**src/hw/rtl/b64d_pkg.sv**
```systemverilog
// ============================================================================
// b64d_pkg
// Shared types, result codes and the character lookup for the base64 decoder.
// ============================================================================
`default_nettype none

package b64d_pkg;

  // result kind codes carried on the output tuser
  typedef enum logic [1:0] {
    KIND_DATA = 2'd0,
    KIND_OK   = 2'd1,
    KIND_FAIL = 2'd2
  } kind_e;

  localparam logic [7:0] PAD_CHAR = 8'h3d;

  // work handed from the front end to the back end for one item
  typedef struct packed {
    logic [1:0] n_data;    // data bytes to send, 0 to 3
    logic [7:0] byte0;
    logic [7:0] byte1;
    logic [7:0] byte2;
    logic       has_end;   // item closes the message
    logic       end_fail;  // closing result is a failure
  } job_t;

  // sextet of an alphabet character; bit 6 set when the character is valid
  function automatic logic [6:0] sextet_of(input logic [7:0] c);
    logic [7:0] v;
    v = 8'h00;
    if (c >= 8'h41 && c <= 8'h5a) begin
      v = c - 8'h41;
      return {1'b1, v[5:0]};
    end else if (c >= 8'h61 && c <= 8'h7a) begin
      v = c - 8'h47;
      return {1'b1, v[5:0]};
    end else if (c >= 8'h30 && c <= 8'h39) begin
      v = c + 8'h04;
      return {1'b1, v[5:0]};
    end else if (c == 8'h2b) begin
      return {1'b1, 6'd62};
    end else if (c == 8'h2f) begin
      return {1'b1, 6'd63};
    end
    return 7'd0;
  endfunction

endpackage

`default_nettype wire

```
**src/hw/rtl/b64d_front.sv**
```systemverilog
// ============================================================================
// b64d_front
// Accepts characters, tracks the group of four and the sticky error, and
// turns each item into a job for the back end.
// ============================================================================
`default_nettype none

module b64d_front import b64d_pkg::*; (
  input  wire logic       clk_i,
  input  wire logic       rst_ni,
  input  wire logic       accept_i,    // item taken this cycle
  input  wire logic [7:0] char_code_i,
  input  wire logic       end_i,       // last character of the message
  output job_t            job_o,
  output logic            push_o
);

  logic [1:0]  pos_q, pos_d;
  logic [17:0] held_q, held_d;
  logic        tp_q, tp_d;
  logic        err_q, err_d;

  logic [6:0] sext;
  logic       is_pad;
  logic       ch_ok;
  logic [5:0] sx;
  logic [5:0] s1, s2, s3;
  job_t       job;

  // character classification
  assign sext   = sextet_of(char_code_i);
  assign is_pad = (char_code_i == PAD_CHAR);
  assign ch_ok  = sext[6] || (is_pad && pos_q[1]);
  assign sx     = is_pad ? 6'd0 : sext[5:0];
  assign s1     = held_q[17:12];
  assign s2     = held_q[11:6];
  assign s3     = held_q[5:0];

  // group and error state update
  always_comb begin
    pos_d  = pos_q;
    held_d = held_q;
    tp_d   = tp_q;
    err_d  = err_q;
    job    = '0;
    if (!err_q) begin
      if (!ch_ok) begin
        err_d  = 1'b1;
        pos_d  = 2'd0;
        held_d = '0;
        tp_d   = 1'b0;
      end else if (pos_q != 2'd3) begin
        held_d = {held_q[11:0], sx};
        if (pos_q == 2'd2) begin
          tp_d = is_pad;
        end
        pos_d = pos_q + 2'd1;
      end else begin
        job.byte0  = {s1, s2[5:4]};
        job.byte1  = {s2[3:0], s3[5:2]};
        job.byte2  = {s3[1:0], sext[5:0]};
        job.n_data = tp_q ? 2'd1 : (is_pad ? 2'd2 : 2'd3);
        pos_d      = 2'd0;
        held_d     = '0;
        tp_d       = 1'b0;
      end
    end
    if (end_i) begin
      job.has_end  = 1'b1;
      job.end_fail = err_d || (pos_d != 2'd0);
      pos_d        = 2'd0;
      held_d       = '0;
      tp_d         = 1'b0;
      err_d        = 1'b0;
    end
  end

  assign job_o  = job;
  assign push_o = accept_i && ((job.n_data != 2'd0) || job.has_end);

  // state registers
  always_ff @(posedge clk_i or negedge rst_ni) begin
    if (!rst_ni) begin
      pos_q  <= 2'd0;
      held_q <= '0;
      tp_q   <= 1'b0;
      err_q  <= 1'b0;
    end else if (accept_i) begin
      pos_q  <= pos_d;
      held_q <= held_d;
      tp_q   <= tp_d;
      err_q  <= err_d;
    end
  end

  // error stays set until the message ends
  a_err_sticky: assert property (@(posedge clk_i) disable iff (!rst_ni)
    (accept_i && err_q && !end_i) |=> err_q)
    else $error("sticky error cleared inside a message");

  // a completed group always restarts the position
  a_group_wrap: assert property (@(posedge clk_i) disable iff (!rst_ni)
    (accept_i && !err_q && pos_q == 2'd3) |=> pos_q == 2'd0)
    else $error("group position did not wrap");

  // no data bytes are produced while the error is set
  a_no_data_on_err: assert property (@(posedge clk_i) disable iff (!rst_ni)
    (accept_i && err_q) |-> job_o.n_data == 2'd0)
    else $error("data produced after an error");

endmodule

`default_nettype wire

```
**src/hw/rtl/b64d_queue.sv**
```systemverilog
// ============================================================================
// b64d_queue
// Two-entry job queue between the front end and the back end.
// ============================================================================
`default_nettype none

module b64d_queue import b64d_pkg::*; (
  input  wire logic clk_i,
  input  wire logic rst_ni,
  input  wire logic push_i,
  input  job_t      job_i,
  output logic      full_o,
  output logic      valid_o,
  output job_t      job_o,
  input  wire logic pop_i
);

  job_t       slot_q [2];
  logic       wr_q, rd_q;
  logic [1:0] cnt_q;

  assign full_o  = (cnt_q == 2'd2);
  assign valid_o = (cnt_q != 2'd0);
  assign job_o   = slot_q[rd_q];

  // pointers and fill level
  always_ff @(posedge clk_i or negedge rst_ni) begin
    if (!rst_ni) begin
      wr_q  <= 1'b0;
      rd_q  <= 1'b0;
      cnt_q <= 2'd0;
    end else begin
      if (push_i) begin
        wr_q <= ~wr_q;
      end
      if (pop_i) begin
        rd_q <= ~rd_q;
      end
      if (push_i && !pop_i) begin
        cnt_q <= cnt_q + 2'd1;
      end else if (pop_i && !push_i) begin
        cnt_q <= cnt_q - 2'd1;
      end
    end
  end

  // job storage
  always_ff @(posedge clk_i) begin
    if (push_i) begin
      slot_q[wr_q] <= job_i;
    end
  end

endmodule

`default_nettype wire

```
**src/hw/rtl/b64d_back.sv**
```systemverilog
// ============================================================================
// b64d_back
// Walks through each queued job and sends its results one per cycle while
// the receiver is ready, via an output register, keeping the per-message count.
// ============================================================================
`default_nettype none

module b64d_back import b64d_pkg::*; #(
  parameter int unsigned COUNT_WIDTH = 16
) (
  input  wire logic        clk_i,
  input  wire logic        rst_ni,
  input  wire logic        q_valid_i,
  input  job_t             q_job_i,
  output logic             q_pop_o,
  output logic             m_axis_tvalid,
  input  wire logic        m_axis_tready,
  output logic [23:0]      m_axis_tdata,   // [7:0] data_byte, [23:8] byte_count
  output logic [1:0]       m_axis_tuser,   // [1:0] result_kind
  output logic             m_axis_tlast    // last_of_run
);

  localparam logic [COUNT_WIDTH-1:0] CLIP_LIM = COUNT_WIDTH'(32'h0000_ffff);

  logic [COUNT_WIDTH-1:0] cnt_q, cnt_d, cnt_inc;
  logic [1:0]             idx_q, idx_d;
  logic                   vld_q, vld_d;
  logic [23:0]            data_q, data_d;
  logic [1:0]             user_q, user_d;
  logic                   last_q, last_d;

  logic       load;
  logic       is_data;
  logic       is_last;
  logic [2:0] total;
  logic [7:0] sel_byte;

  // clip a count to the 16-bit result field
  function automatic logic [15:0] clip16(input logic [COUNT_WIDTH-1:0] v);
    return (v > CLIP_LIM) ? 16'hffff : 16'(v);
  endfunction

  assign cnt_inc = (cnt_q == '1) ? cnt_q : cnt_q + COUNT_WIDTH'(1);
  assign load    = q_valid_i && (!vld_q || m_axis_tready);
  assign total   = {1'b0, q_job_i.n_data} + {2'b00, q_job_i.has_end};
  assign is_data = (idx_q < q_job_i.n_data);
  assign is_last = (({1'b0, idx_q} + 3'd1) == total);
  assign q_pop_o = load && is_last;

  // pick the byte for the current result
  always_comb begin
    unique case (idx_q)
      2'd0:    sel_byte = q_job_i.byte0;
      2'd1:    sel_byte = q_job_i.byte1;
      default: sel_byte = q_job_i.byte2;
    endcase
  end

  // build the next result and advance through the job
  always_comb begin
    vld_d  = vld_q && !m_axis_tready;
    data_d = data_q;
    user_d = user_q;
    last_d = last_q;
    cnt_d  = cnt_q;
    idx_d  = idx_q;
    if (load) begin
      vld_d  = 1'b1;
      last_d = is_last;
      idx_d  = is_last ? 2'd0 : idx_q + 2'd1;
      if (is_data) begin
        user_d = KIND_DATA;
        data_d = {clip16(cnt_inc), sel_byte};
        cnt_d  = cnt_inc;
      end else if (q_job_i.end_fail) begin
        user_d = KIND_FAIL;
        data_d = 24'd0;
        cnt_d  = '0;
      end else begin
        user_d = KIND_OK;
        data_d = {clip16(cnt_q), 8'd0};
        cnt_d  = '0;
      end
    end
  end

  // control registers
  always_ff @(posedge clk_i or negedge rst_ni) begin
    if (!rst_ni) begin
      vld_q <= 1'b0;
      idx_q <= 2'd0;
      cnt_q <= '0;
    end else begin
      vld_q <= vld_d;
      idx_q <= idx_d;
      cnt_q <= cnt_d;
    end
  end

  // output payload register
  always_ff @(posedge clk_i) begin
    data_q <= data_d;
    user_q <= user_d;
    last_q <= last_d;
  end

  assign m_axis_tvalid = vld_q;
  assign m_axis_tdata  = data_q;
  assign m_axis_tuser  = user_q;
  assign m_axis_tlast  = last_q;

  // an end result restarts the byte count
  a_cnt_clear: assert property (@(posedge clk_i) disable iff (!rst_ni)
    (m_axis_tvalid && m_axis_tready && m_axis_tuser != KIND_DATA) |-> cnt_q == '0)
    else $error("byte count not cleared after end result");

  // the end result is always the last of its run
  a_end_last: assert property (@(posedge clk_i) disable iff (!rst_ni)
    (m_axis_tvalid && m_axis_tuser != KIND_DATA) |-> m_axis_tlast)
    else $error("end result not marked last");

  // a job is only released when the queue holds one
  a_pop_valid: assert property (@(posedge clk_i) disable iff (!rst_ni)
    q_pop_o |-> q_valid_i)
    else $error("pop from empty queue");

endmodule

`default_nettype wire

```
**src/hw/rtl/base64_stream_decoder_top.sv**
```systemverilog
// ============================================================================
// base64_stream_decoder_top
// Base64 stream decoder: one character in per item, decoded bytes and an
// end-of-message status out.
// ============================================================================
// Usage:
//   Input channel s_axis carries one character per item in tdata, with tlast
//   on the last character of a message. Output channel m_axis carries one
//   result per item: tuser is the kind (data byte, success, failure), tdata
//   holds the byte and the saturated byte count, tlast closes the results of
//   one input item. A failure result tells the receiver to drop the bytes
//   already sent for that message.
//   An accepted item's job is written into the queue at the accepting edge
//   and is loaded into the output register once the back end reaches it.
//   Throughput: one character per cycle into the front end while the queue
//   is not full; the back end sends one result per cycle while the receiver
//   is ready, so a group-closing character that ends the message yields up
//   to four results. The two-entry job queue absorbs that and fills only
//   while the back end is behind.
//   Reset clears the group state, the error, the count, the queue and the
//   output valid flag. When the receiver stalls, the output holds and the
//   queue fills; s_axis_tready drops once the queue is full.
// ============================================================================
`default_nettype none

module base64_stream_decoder_top import b64d_pkg::*; #(
  parameter int unsigned COUNT_WIDTH = 16
) (
  input  wire logic        clk_i,
  input  wire logic        rst_ni,
  input  wire logic        s_axis_tvalid,
  output logic             s_axis_tready,
  input  wire logic [7:0]  s_axis_tdata,   // [7:0] char_code
  input  wire logic        s_axis_tlast,   // end_of_message
  output logic             m_axis_tvalid,
  input  wire logic        m_axis_tready,
  output logic [23:0]      m_axis_tdata,   // [7:0] data_byte, [23:8] byte_count
  output logic [1:0]       m_axis_tuser,   // [1:0] result_kind
  output logic             m_axis_tlast    // last_of_run
);

  logic accept;
  logic push;
  logic q_full;
  logic q_valid;
  logic q_pop;
  job_t front_job;
  job_t head_job;

  assign s_axis_tready = !q_full;
  assign accept        = s_axis_tvalid && s_axis_tready;

  // character front end
  b64d_front u_front (
    .clk_i       (clk_i),
    .rst_ni      (rst_ni),
    .accept_i    (accept),
    .char_code_i (s_axis_tdata),
    .end_i       (s_axis_tlast),
    .job_o       (front_job),
    .push_o      (push)
  );

  // job queue
  b64d_queue u_queue (
    .clk_i   (clk_i),
    .rst_ni  (rst_ni),
    .push_i  (push),
    .job_i   (front_job),
    .full_o  (q_full),
    .valid_o (q_valid),
    .job_o   (head_job),
    .pop_i   (q_pop)
  );

  // result back end
  b64d_back #(
    .COUNT_WIDTH (COUNT_WIDTH)
  ) u_back (
    .clk_i         (clk_i),
    .rst_ni        (rst_ni),
    .q_valid_i     (q_valid),
    .q_job_i       (head_job),
    .q_pop_o       (q_pop),
    .m_axis_tvalid (m_axis_tvalid),
    .m_axis_tready (m_axis_tready),
    .m_axis_tdata  (m_axis_tdata),
    .m_axis_tuser  (m_axis_tuser),
    .m_axis_tlast  (m_axis_tlast)
  );

endmodule

`default_nettype wire

```
**config.mk**
```make
export PLATFORM = sky130hd
export DESIGN_NAME = base64_stream_decoder_top
export DESIGN_NICKNAME = d
export VERILOG_FILES = /design/src/hw/rtl/b64d_pkg.sv /design/src/hw/rtl/b64d_front.sv /design/src/hw/rtl/b64d_queue.sv /design/src/hw/rtl/b64d_back.sv /design/src/hw/rtl/base64_stream_decoder_top.sv
export SDC_FILE = /design/constraint.sdc
export NUM_CORES = 1
export LEC_CHECK = 0
export ABC_AREA = 1
export BUFFER_PORTS_ARGS = -buffer_cell sky130_fd_sc_hd__buf_2
export CORE_MARGIN = 2
export CORE_UTILIZATION = 50
export CTS_CLUSTER_DIAMETER = 100
export DETAILED_ROUTE_END_ITERATION = 6
export PLACE_DENSITY = 0.68
export SYNTH_ARGS = -nofsm -noshare
export SYNTH_HDL_FRONTEND = slang
export SYNTH_HIERARCHICAL = 1
export SYNTH_SLANG_ARGS = --single-unit
```
**constraint.sdc**
```tcl
create_clock -name clk_i -period 3.6 [get_ports clk_i]
set_clock_uncertainty 0.05 [all_clocks]
set_input_delay 0.72 -clock clk_i [delete_from_list [all_inputs] [get_ports clk_i]]
set_output_delay 0.72 -clock clk_i [all_outputs]
set_load 0.01 [all_outputs]
```
==> flow_summary.json, run 1 <==
{
  "r2r_cells": 12,
  "status": "completed",
  "synth_top_cell_by_area": "edfxtp_1",
  "timing.rr.end": "u_queue/cnt_q[1]",
  "grt_max_degree": 44,
  "gp_congestion": 0.8308,
  "critPathRequiredTime_ps": 3850,
  "synth_cell_type_count": 40,
  "initial_core_util_pct": 50.91,
  "critPathArrivalTime_ps": 3030,
  "nFillCells": 1145,
  "grt.total_usage_pct": 20.09,
  "pwr-share-clk_pct": 31.6,
  "comb_power_share_pct": 29.5,
  "ys_seq_area_share_pct": 54.10,
  "yosys_warnings": 6,
  "clk_path_buf_depth": 2,
  "seqPwrFrac_pct": 38.8,
  "cp_max_fo": 6,
  "cts_setup_buffers": 0,
  "syn_area_sq_mm": 0.006689,
  "max_slew_margin_pct": 40.02,
  "regToRegSetupSlack_ps": 820,
  "critPathCaptureType": "register",
  "finalPower_mw": 5.350,
  "start_kind": "register",
  "finalCritPeriodShare_pct": 77.32,
  "rows": 42,
  "finalSetupViolCount": 0,
  "synth.net_count": 730,
  "synth_seq_cells": 128,
  "cts.sinks": 128,
  "endpoint": "u_queue/cnt_q[1]",
  "seq_area_sq_mm": 0.003618,
  "layout-drive-gt1-share_pct": 18.63,
  "core_region_area_sq_mm": 0.01314,
  "swShare_pct": 32.19,
  "drc": 0,
  "grt_first_pass_wirelength_um": 22670,
  "irDropWorstVdd_mv": 0.3554,
  "hold_buffers": 0,
  "drt_iter0_drc": 475,
  "p_leak_nw": 3.477,
  "n_antenna_cell": 0,
  "synth_ff_type": "edfxtp_1",
  "hold_viol": 0,
  "tightestPinTransition_ps": 899.7,
  "synth.top_cell.area_share_pct": 37.26,
  "grt_setup_unrepaired": "no",
  "syn_to_final_growth_pct": 14.07,
  "cp-startpoint": "u_queue/rd_q",
  "p_sw_mw": 1.722,
  "cts-root-buf": "clkbuf_16",
  "cts_resized": 0,
  "timing.rr.start": "u_queue/rd_q",
  "multi_input_area_sq_mm": 0.002601,
  "ant_nets": 0,
  "cts-buffers-inserted": 17,
  "syn_avg_cell_area_sq_um": 9.583,
  "cap_violations": 0,
  "maxSlewViolCount": 0,
  "path_clk_slew_ps": 50,
  "num_io_pins": 42,
  "die_area_sq_mm": 0.01432,
  "syn_inst": 698,
  "synth_edf_count": 83,
  "viasPerCell": 5.107,
  "hp-class": "input port to asynchronous set/reset pin",
  "tns_ps": 0,
  "tritoncts": "yes",
  "critPathKind": "register to register",
  "io_buffers": 41,
  "synth_area_leaders": "edfxtp_1 37%, dfrtp_1 17%, nand2_1 12%",
  "fp.dieW_um": 119.7,
  "globalRoute.totalOverflow": 0,
  "htreeDepth": 4,
  "powerDensity_mw_per_mm2": 701.3,
  "first_pass_iters": 5,
  "power.internal_mw": 3.628,
  "place_hpwl_um": 8979,
  "grt_pass1_vias": 4696,
  "die_y_um": 119.7,
  "async_flop_share_pct": 35.16,
  "wl_um": 13550,
  "vias": 4765,
  "grt_antenna_before_repair": 0,
  "wl_per_cell_um": 14.52,
  "fmax_ghz": 0.3593,
  "clkLatencyLatePin_ps": 410,
  "layout.nets": 776,
  "post-route-min-period_ps": 2783
}
[state kept, by name, indices dropped and copies added, names as in the netlist]
register              cells
u_queue/slot_q           56
u_back/m_axis_tdata      24
u_front/held_q           18
u_back/cnt_q             16
u_back/idx_q              2
u_back/m_axis_tuser       2
u_front/pos_q             2
u_queue/cnt_q             2
u_back/m_axis_tlast       1
u_back/m_axis_tvalid      1
u_front/err_q             1
u_front/tp_q              1
u_queue/rd_q              1
u_queue/wr_q              1
[critical path, cell delays in order, from the launching register on]
cell	delay, ps
dfrtp_1	480
mux2_2	400
ha_1	190
ha_1	280
xnor2_1	150
nand3_1	190
nor2_1	240
inv_1	90
ha_1	310
inv_1	90
nand3_1	90
nand2_1	80
nand2_1	50
[kinds of logic (layout without fill, tap and decap cells)]
group,count (synthesis),count (layout),share of synthesized area (%)
simple gates,343,343,22.82
flops,128,128,54.10
buf+inv,105,164,7.052
compound gates,57,57,4.845
mux,28,28,5.275
fa+ha+maj,19,19,3.554
xor+xnor,18,18,2.357
[stage by stage]
step                std cells  worst slack [ps]  cell area [sq um]  hold slack [ps]  utilization [%]
floorplan                 698             230.5               6691            374.4                -
finish                    933             816.5               7630            393.8            58.08
detailed placement        901             434.1               7041            417.1            53.59
CTS                       933             809.7               7630            423.8            58.08
global placement          901             473.4               7041            407.5            53.59
global route              933             599.3               7630            454.1            58.08
[power by group through the flow]
| stage | combinational, mW | sequential (mW) | clock, mW |
|---|---|---|---|
| 6_report | 1.58 | 2.08 | 1.69 |
| 5_1_grt | 1.74 | 2.11 | 1.77 |
| 4_1_cts | 1.60 | 2.08 | 1.71 |
| 3_5_place_dp | 1.59 | 2.10 | 0 |
| 3_3_place_gp | 1.56 | 2.09 | 0 |
| 2_1_floorplan | 1.09 | 2.15 | 0 |
[placed cells by master, fill, tap and decap left out, types with 3 or more instances in the layout]
cell / count
a21oi_1: 6
a31oi_1: 8
buf_2: 41
buf_4: 5
clkbuf_1: 5
clkbuf_16: 18
clkbuf_8: 3
clkinv_2: 3
dfrtp_1: 45
edfxtp_1: 83
ha_1: 19
inv_1: 76
inv_2: 7
mux2_2: 18
mux2_4: 10
nand2_1: 215
nand2_2: 9
nand3_1: 41
nand3_2: 3
nand4_1: 14
nor2_1: 41
nor2_2: 5
nor2_4: 6
o21ai_0: 23
o21ai_1: 14
xnor2_1: 5
xor2_1: 13
[layout make-up]
type / instances / area share [%]
Timing Repair Buffer: 48 / 3.706
Clock buffer: 26 / 6.691
Tap cell: 176 / 2.886
Sequential cell: 128 / 47.43
Inverter: 84 / 4.165
Clock inverter: 6 / 1.033
Multi-Input combinational cell: 465 / 34.09
[worst min-delay path by stage]
stage | from | endpoint | slack, ps | cells after the start
CTS | rst_ni | u_front/held_q[15] | 420 | 1
detailed placement | u_front/held_q[13] | u_front/held_q[13] | 420 | 2
finish | rst_ni | u_front/held_q[15] | 390 | 1
global placement | u_queue/cnt_q[1] | u_queue/cnt_q[1] | 410 | 2
floorplan | rst_ni | u_back/cnt_q[0] | 370 | 0
global route | u_front/held_q[14] | u_front/held_q[14] | 450 | 2
[routing by layer]
| layer | wire length, um | global-route usage [%] |
|---|---|---|
| met3 | 456 | 3.992 |
| met4 | 144 | 7.279 |
| met1 | 6255 | 25.89 |
| met5 | 0 | 0 |
| met2 | 6689 | 33.82 |
[synthesized netlist by cell type, drive strengths merged, types with 2 or more instances]
cell and instances:
a21oi 7, a31oi 8, buf 17, clkbuf 4
dfrtp 45, edfxtp 83, ha 19, inv 84
mux2 28, nand2 225, nand3 45, nand3b 2
nand4 14, nor2 53, nor3 3, o21ai 39
xnor2 5, xor2 13
Power figures use the tool's default switching activity.
==> inputs of run 2 (changes only) <==
==> constraint.sdc (replaced) <==
create_clock -name clk_i -period 2.7 [get_ports clk_i]
set_clock_uncertainty 0.05 [all_clocks]
set_input_delay 0.54 -clock clk_i [delete_from_list [all_inputs] [get_ports clk_i]]
set_output_delay 0.54 -clock clk_i [all_outputs]
set_load 0.01 [all_outputs]
==> flow_summary.json, run 2 (same netlist as run 1, synthesis figures left out) <==
{
  "grt_first_pass_wirelength_um": 22910,
  "nFillCells": 1120,
  "status": "completed",
  "die_area_sq_mm": 0.01432,
  "grt_setup_unrepaired": "no",
  "max_slew_margin_pct": 57.64,
  "grt_antenna_before_repair": 0,
  "gp_congestion": 0.8247,
  "globalRoute.totalOverflow": 0,
  "place_inst": 910,
  "vias": 4870,
  "drc": 0,
  "post-route-min-period_ps": 2509,
  "ant_nets": 0,
  "wl_per_cell_um": 14.53,
  "grt_pass1_vias": 4783,
  "maxSlewViolCount": 0,
  "syn_to_final_growth_pct": 15.47,
  "finalSetupViolCount": 0,
  "initial_core_util_pct": 50.91,
  "critPathArrivalTime_ps": 2770,
  "layout-drive-gt1-share_pct": 21.02,
  "fp.dieW_um": 119.7,
  "cts-root-buf": "clkbuf_16",
  "n_antenna_cell": 0,
  "critPathKind": "register to register",
  "largest_reg_flops": 56,
  "rows": 42,
  "timing.final.ws_setup_ps": 190.6,
  "clk_path_buf_depth": 2,
  "grt.total_usage_pct": 20.18,
  "wl_um": 13690,
  "critPathRequiredTime_ps": 2960,
  "finalCritPeriodShare_pct": 92.94,
  "drt_iter0_drc": 489,
  "postLayoutCoreUtil_pct": 58.79,
  "core_region_area_sq_mm": 0.01314,
  "viasPerCell": 5.170,
  "largest_register": "u_queue/slot_q",
  "grt_max_degree": 48,
  "layout_commonest_cell": "nand2_1",
  "cts.sinks": 128,
  "hold_viol": 0,
  "tightestPinTransition_ps": 635.4,
  "pre_cts_slack_ps": 49.93,
  "fmax_ghz": 0.3985,
  "irDropWorstVdd_mv": 0.5304,
  "num_io_pins": 42,
  "place_area_sq_mm": 0.007151,
  "final_cell_area_sq_mm": 0.007724,
  "regToRegSetupSlack_ps": 190,
  "max_stage_delay_ps": 430,
  "path_clk_slew_ps": 60,
  "powerDensity_mw_per_mm2": 923.1,
  "die_y_um": 119.7,
  "hp-class": "input port to asynchronous set/reset pin",
  "clkLatencyLatePin_ps": 410,
  "p_leak_nw": 3.497,
  "cp_slowest_cell": "dfrtp_2",
  "critPathCaptureType": "register",
  "place_hpwl_um": 9462,
  "io_buffers": 41,
  "final_cell_mix": "215 x nand2_1, 83 x edfxtp_1, 73 x inv_1",
  "cts-buffers-inserted": 17,
  "cp_max_fo": 6,
  "tritoncts": "yes",
  "tns_ps": 0,
  "first_pass_iters": 5,
  "path_cells": "mux2_2, ha_1, ha_1, xnor2_1, nand3_1, nor2_1, inv_1, ha_1, inv_1, nand3_1, nand2_1, nand2_1",
  "layout.nets": 785,
  "cap_violations": 0,
  "htreeDepth": 4,
  "instances_no_fill": 942,
  "start_kind": "register",
  "crit_top_cell": "ha_1"
}
run 2: cell count changes in the layout (fill, tap and decap cells not counted), sizes merged:
cell,before,now
clkbuf,26,18
clkinvlp,0,4
clkinv,4,8
buf,48,57
run 2: critical path: cells and delay by family, from the launching register on:
kind,cells,cell delay [ps]
mux,1,380
xor+xnor,1,140
flops,1,430
buf+inv,2,150
fa+ha+maj,3,780
simple gates,5,490
run 2: report_power, final:
part           leakage (nW)  switching (mW)  total (mW)  internal, mW
sequential             1.39           0.185        2.77          2.59
clock                 0.276           0.815        2.17          1.35
combinational          1.83            1.37        2.19         0.822
run 2: metal layers:
metal	vias to the layer above	track usage (%)	share of wire, %
met4	0	7.941	1.6
met2	127	33.29	48
met5	-	0	0
met1	2330	25.92	46
met3	19	4.610	4.6
li1	2394	-	-
run 2: final timing paths:
| kind | startpoint | to | cells after the start |
|---|---|---|---|
| max in group asynchronous | rst_ni | u_queue/rd_q | 2 |
| worst max register to register | u_queue/rd_q | u_queue/cnt_q[1] | 12 |
| worst max-delay path | u_queue/rd_q | u_queue/cnt_q[1] | 12 |
| min in group clk_i | m_axis_tready | u_back/m_axis_tvalid | 2 |
| worst min register to register | u_front/held_q[8] | u_front/held_q[14] | 2 |
| worst min-delay path | rst_ni | u_front/held_q[11] | 2 |
run 2: cell type report:
type | count | area, sq um | area share, %
clock buffers | 18 | 429.2 | 5.556
clock inverters | 14 | 142.6 | 1.847
inverters | 84 | 324.1 | 4.196
multi-input cells | 465 | 2638 | 34.15
flip-flops and latches | 128 | 3620 | 46.87
well taps | 176 | 220.2 | 2.851
repair buffers | 57 | 350.3 | 4.536
run 2: stage by stage:
stage / hold WS [ps] / power [mW]
2_1_floorplan: 194.4 / 4.336
3_5_place_dp: 423.9 / 4.995
4_1_cts: 208.7 / 7.177
3_3_place_gp: 413.2 / 4.949
6_report: 181.7 / 7.130
5_1_grt: 239.3 / 7.512
run 2: repair_timing:
item,CTS,global route
hold buffers,0,0
gates resized for setup,0,1
setup endpoints to repair,0,1
buffers inserted,0,0
